[config.mk]
export PLATFORM = sky130hd
export DESIGN_NAME = interval_timer_table_top
export DESIGN_NICKNAME = d
export VERILOG_FILES = /design/src/rtl/core/itt_pkg.sv /design/src/rtl/core/interval_timer_table_top.sv
export SDC_FILE = /design/constraint.sdc
export NUM_CORES = 2
export LEC_CHECK = 0
export BUFFER_PORTS_ARGS = -buffer_cell sky130_fd_sc_hd__buf_2
export CORE_MARGIN = 10
export CORE_UTILIZATION = 46
export DETAILED_ROUTE_END_ITERATION = 8
export GPL_TIMING_DRIVEN = 1
export PLACE_DENSITY = 0.63
export SETUP_SLACK_MARGIN = 0.05
export SYNTH_ARGS = -nofsm -noshare
export SYNTH_HDL_FRONTEND = slang
export SYNTH_SLANG_ARGS = --single-unit
[constraint.sdc]
create_clock -name clk -period 27.9 [get_ports clk]
set_input_delay 4.185 -clock clk [delete_from_list [all_inputs] [get_ports clk]]
set_output_delay 4.185 -clock clk [all_outputs]
set_load 0.005 [all_outputs]
[src/rtl/core/itt_pkg.sv]
// Package for the interval timer table: item payload structs, slot entry layout
// and the opcode, result-kind and timer-mode codes.
// No dependencies; the top level refers to it by scoped names.
package itt_pkg;

  localparam int unsigned TIME_W  = 32;
  localparam int unsigned ID_W    = 32;
  localparam int unsigned CFG_W   = 10;
  localparam int unsigned COUNT_W = 5;

  localparam logic [CFG_W-1:0] AFB_RESET = 10'd10;

  // Opcodes of an input item.
  localparam logic [1:0] OP_ADD    = 2'd0;
  localparam logic [1:0] OP_DELETE = 2'd1;
  localparam logic [1:0] OP_TICK   = 2'd2;

  // Result kinds.
  localparam logic [1:0] KIND_ADD    = 2'd0;
  localparam logic [1:0] KIND_DELETE = 2'd1;
  localparam logic [1:0] KIND_FIRED  = 2'd2;
  localparam logic [1:0] KIND_DONE   = 2'd3;

  // Timer modes. The unused fourth code behaves as periodic.
  localparam logic [1:0] MODE_PERIODIC = 2'd0;
  localparam logic [1:0] MODE_ONE_SHOT = 2'd1;
  localparam logic [1:0] MODE_DESTROY  = 2'd2;

  typedef struct packed {
    logic [1:0]        opcode;
    logic [TIME_W-1:0] interval;
    logic [1:0]        timer_mode;
    logic              has_handler;
    logic [ID_W-1:0]   target_id;
    logic [TIME_W-1:0] now_time;
  } in_item_t;

  typedef struct packed {
    logic [1:0]         result_kind;
    logic               refused;
    logic [ID_W-1:0]    result_id;
    logic [COUNT_W-1:0] fired_count;
    logic               last_of_run;
  } out_item_t;

  typedef struct packed {
    logic [ID_W-1:0]   id;
    logic [1:0]        mode;
    logic [TIME_W-1:0] period;
    logic [TIME_W-1:0] last_fire;
  } slot_t;

endpackage

[src/rtl/core/interval_timer_table_top.sv]
// Top level of the interval timer table: sequencer, slot memory and delete queue.
// Depends on itt_pkg for payload structs, the slot layout and the codes.
// The block serves one item at a time. An add, a delete, or a tick on an empty table
// passes through the accepting state and one state that decides the item and loads
// its result into the output register. A tick on a table holding timers first applies
// each queued delete, then walks the table to fire timers and reports its count; it
// also waits whenever the consumer has not yet taken an earlier result. The slot memory
// has one registered read port, so every slot visit reads the entry in one state and
// evaluates it and writes it back in the following state. Each queued delete costs one
// full pass over the table that compacts it in place, and the firing walk is a second
// compacting pass that restamps periodic timers and drops fired one-shot timers.
// Timers always sit in a dense prefix of the memory in order of addition, so no clearing
// pass is needed after reset. The input is ready only while the sequencer is idle;
// results leave through an output register, so a finished item can wait there while
// the next one is being accepted.
module interval_timer_table_top #(
  parameter int unsigned TIMER_SLOTS        = 16,
  parameter int unsigned DELETE_QUEUE_DEPTH = 16
) (
  input  logic                          clk,
  input  logic                          rst_n,
  input  logic                          in_valid,
  output logic                          in_ready,
  input  itt_pkg::in_item_t             in_data,
  output logic                          out_valid,
  input  logic                          out_ready,
  output itt_pkg::out_item_t            out_data,
  input  logic                          cfg_we,
  input  logic [itt_pkg::CFG_W-1:0]     cfg_wdata
);

  // Counters that must hold the depth itself, and the narrower memory addresses.
  localparam int unsigned CW   = $clog2(TIMER_SLOTS + 1);
  localparam int unsigned SAW  = (TIMER_SLOTS > 1) ? $clog2(TIMER_SLOTS) : 1;
  localparam int unsigned QCW  = $clog2(DELETE_QUEUE_DEPTH + 1);
  localparam int unsigned QAW  = (DELETE_QUEUE_DEPTH > 1) ? $clog2(DELETE_QUEUE_DEPTH) : 1;

  typedef enum logic [7:0] {
    S_IDLE = 8'b0000_0001,  // waiting for an input item
    S_OP   = 8'b0000_0010,  // decode the held item; adds and deletes finish here
    S_QRD  = 8'b0000_0100,  // read one queued delete id
    S_SRD  = 8'b0000_1000,  // delete pass: read the next slot or close the pass
    S_SEV  = 8'b0001_0000,  // delete pass: compare, shift down after the match
    S_WRD  = 8'b0010_0000,  // firing walk: read the next slot or finish
    S_WEV  = 8'b0100_0000,  // firing walk: decide, report, write back
    S_DONE = 8'b1000_0000   // report the tick count
  } state_t;

  // Control registers.
  state_t                        state_r, state_nxt;
  logic [CW-1:0]                 cnt_r, cnt_nxt;      // timers in the table
  logic [QCW-1:0]                qcnt_r, qcnt_nxt;    // queued deletes
  logic [QCW-1:0]                qi_r, qi_nxt;        // queue entry being applied
  logic [CW-1:0]                 idx_r, idx_nxt;      // slot being read
  logic [CW-1:0]                 wptr_r, wptr_nxt;    // compaction write pointer
  logic                          matched_r, matched_nxt;
  logic [itt_pkg::COUNT_W-1:0]   fired_r, fired_nxt;
  logic [itt_pkg::ID_W-1:0]      id_ctr_r, id_ctr_nxt;
  logic [itt_pkg::CFG_W-1:0]     afb_r, afb_nxt;
  logic                          out_valid_r, out_valid_nxt;

  // Payload registers.
  itt_pkg::in_item_t             item_r, item_nxt;
  itt_pkg::out_item_t            out_data_r, out_data_nxt;

  // Slot memory and delete queue, each with a registered read port.
  itt_pkg::slot_t                slot_mem [TIMER_SLOTS];
  itt_pkg::slot_t                slot_rd_r;
  logic [itt_pkg::ID_W-1:0]      q_mem [DELETE_QUEUE_DEPTH];
  logic [itt_pkg::ID_W-1:0]      q_rd_r;

  logic                          slot_we, slot_re;
  logic [SAW-1:0]                slot_waddr;
  itt_pkg::slot_t                slot_wdata;
  logic                          q_we, q_re;

  logic                          out_free;
  logic                          emit;
  itt_pkg::out_item_t            emit_data;

  // Evaluation of the slot under the walk.
  logic [itt_pkg::TIME_W-1:0]    elapsed;
  logic                          fire;
  logic [CW-1:0]                 idx_dec;

  assign in_ready  = (state_r == S_IDLE);
  assign out_valid = out_valid_r;
  assign out_data  = out_data_r;
  assign out_free  = !out_valid_r || out_ready;

  assign elapsed = item_r.now_time - slot_rd_r.last_fire;
  assign fire    = (slot_rd_r.mode != itt_pkg::MODE_DESTROY) &&
                   ((elapsed >= slot_rd_r.period) ||
                    (slot_rd_r.period < {{(itt_pkg::TIME_W - itt_pkg::CFG_W){1'b0}}, afb_r}));
  assign idx_dec = idx_r - CW'(1);

  always_comb begin
    state_nxt    = state_r;
    cnt_nxt      = cnt_r;
    qcnt_nxt     = qcnt_r;
    qi_nxt       = qi_r;
    idx_nxt      = idx_r;
    wptr_nxt     = wptr_r;
    matched_nxt  = matched_r;
    fired_nxt    = fired_r;
    id_ctr_nxt   = id_ctr_r;
    afb_nxt      = cfg_we ? cfg_wdata : afb_r;
    item_nxt     = item_r;
    emit         = 1'b0;
    emit_data    = '0;
    slot_we      = 1'b0;
    slot_re      = 1'b0;
    slot_waddr   = idx_r[SAW-1:0];
    slot_wdata   = slot_rd_r;
    q_we         = 1'b0;
    q_re         = 1'b0;

    case (state_r)
      S_IDLE: begin
        if (in_valid) begin
          item_nxt  = in_data;
          state_nxt = S_OP;
        end
      end

      S_OP: begin
        case (item_r.opcode)
          itt_pkg::OP_ADD: begin
            if (out_free) begin
              emit                  = 1'b1;
              emit_data.result_kind = itt_pkg::KIND_ADD;
              emit_data.last_of_run = 1'b1;
              if (item_r.has_handler && (cnt_r < CW'(TIMER_SLOTS))) begin
                // The table is a dense prefix, so the free slot is at the count.
                id_ctr_nxt           = id_ctr_r + 32'd1;
                slot_we              = 1'b1;
                slot_waddr           = cnt_r[SAW-1:0];
                slot_wdata.id        = id_ctr_r + 32'd1;
                slot_wdata.mode      = item_r.timer_mode;
                slot_wdata.period    = item_r.interval;
                slot_wdata.last_fire = item_r.now_time;
                cnt_nxt              = cnt_r + CW'(1);
                emit_data.result_id  = id_ctr_r + 32'd1;
              end else begin
                emit_data.refused = 1'b1;
              end
              state_nxt = S_IDLE;
            end
          end

          itt_pkg::OP_DELETE: begin
            if (out_free) begin
              emit                  = 1'b1;
              emit_data.result_kind = itt_pkg::KIND_DELETE;
              emit_data.last_of_run = 1'b1;
              if ((item_r.target_id != '0) && (qcnt_r < QCW'(DELETE_QUEUE_DEPTH))) begin
                q_we     = 1'b1;
                qcnt_nxt = qcnt_r + QCW'(1);
              end else begin
                emit_data.refused = 1'b1;
              end
              state_nxt = S_IDLE;
            end
          end

          itt_pkg::OP_TICK: begin
            fired_nxt = '0;
            qi_nxt    = '0;
            idx_nxt   = '0;
            wptr_nxt  = '0;
            if (cnt_r == '0) begin
              // An empty table leaves the queued deletes in place.
              if (out_free) begin
                emit                  = 1'b1;
                emit_data.result_kind = itt_pkg::KIND_DONE;
                emit_data.last_of_run = 1'b1;
                state_nxt             = S_IDLE;
              end
            end else if (qcnt_r == '0) begin
              state_nxt = S_WRD;
            end else begin
              state_nxt = S_QRD;
            end
          end

          default: begin
            state_nxt = S_IDLE;
          end
        endcase
      end

      S_QRD: begin
        q_re        = 1'b1;
        idx_nxt     = '0;
        matched_nxt = 1'b0;
        state_nxt   = S_SRD;
      end

      S_SRD: begin
        if (idx_r == cnt_r) begin
          if (matched_r) begin
            cnt_nxt = cnt_r - CW'(1);
          end
          qi_nxt = qi_r + QCW'(1);
          if ((qi_r + QCW'(1)) == qcnt_r) begin
            idx_nxt   = '0;
            wptr_nxt  = '0;
            state_nxt = S_WRD;
          end else begin
            state_nxt = S_QRD;
          end
        end else begin
          slot_re   = 1'b1;
          state_nxt = S_SEV;
        end
      end

      S_SEV: begin
        if (matched_r) begin
          // Close the gap left by the removed timer.
          slot_we    = 1'b1;
          slot_waddr = idx_dec[SAW-1:0];
          slot_wdata = slot_rd_r;
        end else if (slot_rd_r.id == q_rd_r) begin
          matched_nxt = 1'b1;
        end
        idx_nxt   = idx_r + CW'(1);
        state_nxt = S_SRD;
      end

      S_WRD: begin
        if (idx_r == cnt_r) begin
          state_nxt = S_DONE;
        end else begin
          slot_re   = 1'b1;
          state_nxt = S_WEV;
        end
      end

      S_WEV: begin
        if (!fire || out_free) begin
          if (fire) begin
            emit                  = 1'b1;
            emit_data.result_kind = itt_pkg::KIND_FIRED;
            emit_data.result_id   = slot_rd_r.id;
            fired_nxt             = fired_r + itt_pkg::COUNT_W'(1);
          end
          if (!(fire && (slot_rd_r.mode == itt_pkg::MODE_ONE_SHOT))) begin
            // Kept timers move down to the write pointer; fired ones are restamped.
            slot_we    = 1'b1;
            slot_waddr = wptr_r[SAW-1:0];
            slot_wdata = slot_rd_r;
            if (fire) begin
              slot_wdata.last_fire = item_r.now_time;
            end
            wptr_nxt = wptr_r + CW'(1);
          end
          idx_nxt   = idx_r + CW'(1);
          state_nxt = S_WRD;
        end
      end

      S_DONE: begin
        if (out_free) begin
          emit                  = 1'b1;
          emit_data.result_kind = itt_pkg::KIND_DONE;
          emit_data.fired_count = fired_r;
          emit_data.last_of_run = 1'b1;
          cnt_nxt               = wptr_r;
          qcnt_nxt              = '0;
          state_nxt             = S_IDLE;
        end
      end

      default: begin
        state_nxt = S_IDLE;
      end
    endcase
  end

  // Output register: loaded on a new result, emptied when the consumer takes it.
  always_comb begin
    out_valid_nxt = out_valid_r;
    out_data_nxt  = out_data_r;
    if (emit) begin
      out_valid_nxt = 1'b1;
      out_data_nxt  = emit_data;
    end else if (out_ready) begin
      out_valid_nxt = 1'b0;
    end
  end

  always_ff @(posedge clk) begin
    if (!rst_n) begin
      state_r     <= S_IDLE;
      cnt_r       <= '0;
      qcnt_r      <= '0;
      qi_r        <= '0;
      idx_r       <= '0;
      wptr_r      <= '0;
      matched_r   <= 1'b0;
      fired_r     <= '0;
      id_ctr_r    <= '0;
      afb_r       <= itt_pkg::AFB_RESET;
      out_valid_r <= 1'b0;
    end else begin
      state_r     <= state_nxt;
      cnt_r       <= cnt_nxt;
      qcnt_r      <= qcnt_nxt;
      qi_r        <= qi_nxt;
      idx_r       <= idx_nxt;
      wptr_r      <= wptr_nxt;
      matched_r   <= matched_nxt;
      fired_r     <= fired_nxt;
      id_ctr_r    <= id_ctr_nxt;
      afb_r       <= afb_nxt;
      out_valid_r <= out_valid_nxt;
    end
  end

  always_ff @(posedge clk) begin
    item_r     <= item_nxt;
    out_data_r <= out_data_nxt;
  end

  // Slot memory: one write port and one registered read port.
  always_ff @(posedge clk) begin
    if (slot_we) begin
      slot_mem[slot_waddr] <= slot_wdata;
    end
    if (slot_re) begin
      slot_rd_r <= slot_mem[idx_r[SAW-1:0]];
    end
  end

  // Delete queue: filled at the count, read in order during a tick.
  always_ff @(posedge clk) begin
    if (q_we) begin
      q_mem[qcnt_r[QAW-1:0]] <= item_r.target_id;
    end
    if (q_re) begin
      q_rd_r <= q_mem[qi_r[QAW-1:0]];
    end
  end

`ifndef SYNTHESIS
  a_cnt_bound: assert property (@(posedge clk) disable iff (!rst_n)
    cnt_r <= CW'(TIMER_SLOTS))
    else $error("timer count exceeds the table size");

  a_qcnt_bound: assert property (@(posedge clk) disable iff (!rst_n)
    qcnt_r <= QCW'(DELETE_QUEUE_DEPTH))
    else $error("delete queue count exceeds its depth");

  a_walk_compact: assert property (@(posedge clk) disable iff (!rst_n)
    (state_r == S_WEV || state_r == S_WRD || state_r == S_DONE) |-> wptr_r <= idx_r)
    else $error("compaction write pointer ran ahead of the read index");

  a_tick_no_grow: assert property (@(posedge clk) disable iff (!rst_n)
    (state_r == S_DONE && out_free) |=> cnt_r <= $past(cnt_r))
    else $error("a tick grew the timer table");
`endif

endmodule

==> metrics.txt <==
Hold Path Origin=fired_r[4]; clock insertion delay at the later pin of the skew report=0.91 ns; initial DRC count=5210; ys async rst share=0%; fin cells=7765; nature of the critical path endpoint=flip-flop; WP data required=28.39 ns; core footprint=207000 µm²; crit path kind=flip-flop to flip-flop; largest net degree at the start of global routing=93; final period utilization=35.5%; first-pass GRT wire length=334000 µm; slew margin rel.=15.3%; Internal Power=0.00600 W; Leak=33.7 nW; Die X-Extent=476 µm; crit path DAT=10.39 ns; Post-synth EDFFs=2352; Clk pwr share=43.4%; CTS root buf=clkbuf_16; Combinational Power Share=3.0%; Clk pin slew, worst setup/hold paths=0.06 ns; drc violations=0; gr ovfl total=0; Nets=5051; Vias per Instance=5.90; Max-cap violations=0; postcts setup bufs=0; Crit. Startpoint=item_r[0]; dpl cell area=100000 µm²; Reg power frac=53.6%; final clock skew=0.0657 ns; hold-fix buffers at CTS=0; Synth Cell Area=95500 µm²; Routability Congestion=0.837; post-route cell area=108000 µm²; Fmax achieved=101 MHz; RSZ-0062 raised after global routing=no; CTS tree=done; min Tclk post-route=9.90 ns; PwrDens=69.7 nW/µm²; Clock Tree Buf Depth=3; Max Slew Vio Count=0; Setup TNS=0 ns; layout cell share with drive strength beyond 1=27.7%; Cell variety after synth=75; switching portion of total power=20.6%; All-Layer GR Usage=20.1%; CTS Sinks=2434; first drt pass iteration count=6; Yosys reg bits=2434; Finished Core Util=52.4%; status=finished clean; cell row count=167; Most used DFF post-synth=edfxtp_1; syn_area_per_cell=21.2 µm²; Area Overhead vs Synth=13.5%; sw power=0.00156 W; DP HPWL=135000 µm; Synth Instances=4510; Fin. Hold Viols=0; number of buffers created by CTS=239; FF-to-FF Start=item_r[0]; Syn Nets=4717; htree depth=4; CTS resizes=0; element type at the critical path start=flip-flop; Final setup viols=0; vias in the first global route=46900; Port Buffers=158; Die ar.=226000 µm²; register area share after synthesis=75.7%; Post-Place Cells=7307; HP Class=flip-flop to flip-flop; worst-path fanout max=44; YS warnings=0; Antenna Nets Post-Route=0; Routed wire per std cell=29.4 µm; DIE HEIGHT=476 µm; IO Count=159; final WL=228000 µm; maximum VDD drop=0.0737 mV; slew at the pin closest to its max-slew limit=1.26 ns; via count=45800; Power Total=0.00755 W; antenna violations before repair=5; initial core utilization=46.2%
[cells in the mapped netlist, drive strengths merged (28+ instances only)]
cell type,n,area (µm²)
edfxtp,2352,70600
mux4,650,14600
nand2,179,672
clkbuf,143,537
nor2,126,478
o21ai,118,591
inv,96,360
xnor2,91,797
ha,89,1110
dfxtp,82,1640
a21oi,75,375
buf,57,225
nand3,38,215
xor2,37,324
a21o,34,255
mux2,31,349
nand4,28,175
nor3,28,145
[routing by layer]
metal	share of wire (%)	wire [µm]	vias up	track usage (%)
li1	-	-	19400	-
met1	42	95100	24400	28.1
met2	48	110000	1731	32.3
met3	7.1	16100	328	3.93
met4	3.0	6800	2	5.79
met5	0.0031	7	-	0
[power by group through the flow]
stage          clock network [W]  logic [W]  registers (W)
5_1_grt                  0.00349   0.000247        0.00405
3_3_place_gp                   0   0.000225        0.00412
4_1_cts                  0.00334   0.000228        0.00405
6_report                 0.00328   0.000225        0.00405
2_1_floorplan                  0   0.000160        0.00411
3_5_place_dp                   0   0.000227        0.00413
[per-stage QoR]
step	hold WS (ns)	setup WS, ns
finish	0.510	18.00
global route	0.547	17.08
CTS	0.510	17.97
detailed placement	0.496	18.06
global placement	0.493	18.15
floorplan	0.461	17.52
[worst paths after layout]
path	end	depth (start not counted)	slack [ns]
hold / removal	fired_r[4]	2	0.51
hold reg to reg	fired_r[4]	2	0.51
setup / recovery	slot_mem[10][48]	23	18.00
setup reg to reg	slot_mem[10][48]	23	18.00
[cells in the final DEF (no fill, tap or decap), types with 13 or more instances in the layout]
master	instances
and2_1	21
nor2_1	95
clkbuf_16	241
or3_1	13
dfxtp_1	74
buf_4	133
ha_1	89
nor2b_1	22
nor4_1	19
mux2_2	31
inv_1	96
o21ai_0	103
and3_1	15
nand2_1	179
clkinv_2	49
clkbuf_1	39
a21o_1	34
clkinv_1	56
xnor2_1	91
buf_2	158
a21oi_1	75
edfxtp_1	2352
o21ai_1	14
bufinv_16	30
xor2_1	37
nand2b_1	14
nor3_1	22
nand3_1	35
nand4_1	28
mux4_2	650
nor2_4	29
a21boi_0	17
[registers in the layout, indices dropped and copies added, names as in the netlist, 8 cells and up]
| name | count |
|---|---|
| out_data | 41 |
| afb_r | 10 |
| slot_mem | 1568 |
| slot_rd_r | 98 |
| state_r | 8 |
| id_ctr_r | 32 |
| item_r | 101 |
| q_mem | 512 |
| q_rd_r | 32 |
[cell type report]
| type | count | area [µm²] |
|---|---|---|
| clock inverters | 167 | 1820 |
| multi-input cells | 1780 | 22400 |
| clock buffers | 286 | 6260 |
| diodes | 5 | 12.5 |
| flip-flops and latches | 2434 | 72300 |
| inverters | 96 | 360 |
| repair buffers | 293 | 1830 |
| fillers | 15900 | 98500 |
| well taps | 2704 | 3380 |
[critical path, cell delays in order, from the launching register on]
cell	delay, ns
edfxtp_1	0.36
inv_1	0.08
ha_1	0.16
inv_1	0.05
fa_1	0.43
a211oi_1	0.24
o21bai_1	0.14
a2111oi_0	0.89
o31ai_1	0.24
a221oi_1	0.58
o21ba_2	0.25
a21o_1	0.13
nand3_1	0.09
xor2_1	0.16
ha_1	0.29
nand4_1	0.12
a21oi_1	0.09
a2111oi_2	1.04
nand2_1	0.47
a2111oi_0	0.80
o21ai_1	0.48
nor2_4	0.76
buf_4	0.83
buf_4	0.71
[logic make-up (layout without fill, tap and decap cells)]
logic type | Yosys count | after routing | share of synthesized area, %
buf+inv | 296 | 842 | 1.17
simple gates | 541 | 541 | 2.84
other cells | 0 | 5 | 0
compound gates | 327 | 327 | 2.14
flops | 2434 | 2434 | 75.7
xor+xnor | 128 | 128 | 1.17
mux | 692 | 692 | 15.8
fa+ha+maj | 92 | 92 | 1.22
Note: power is estimated with default switching activity, not from simulation.
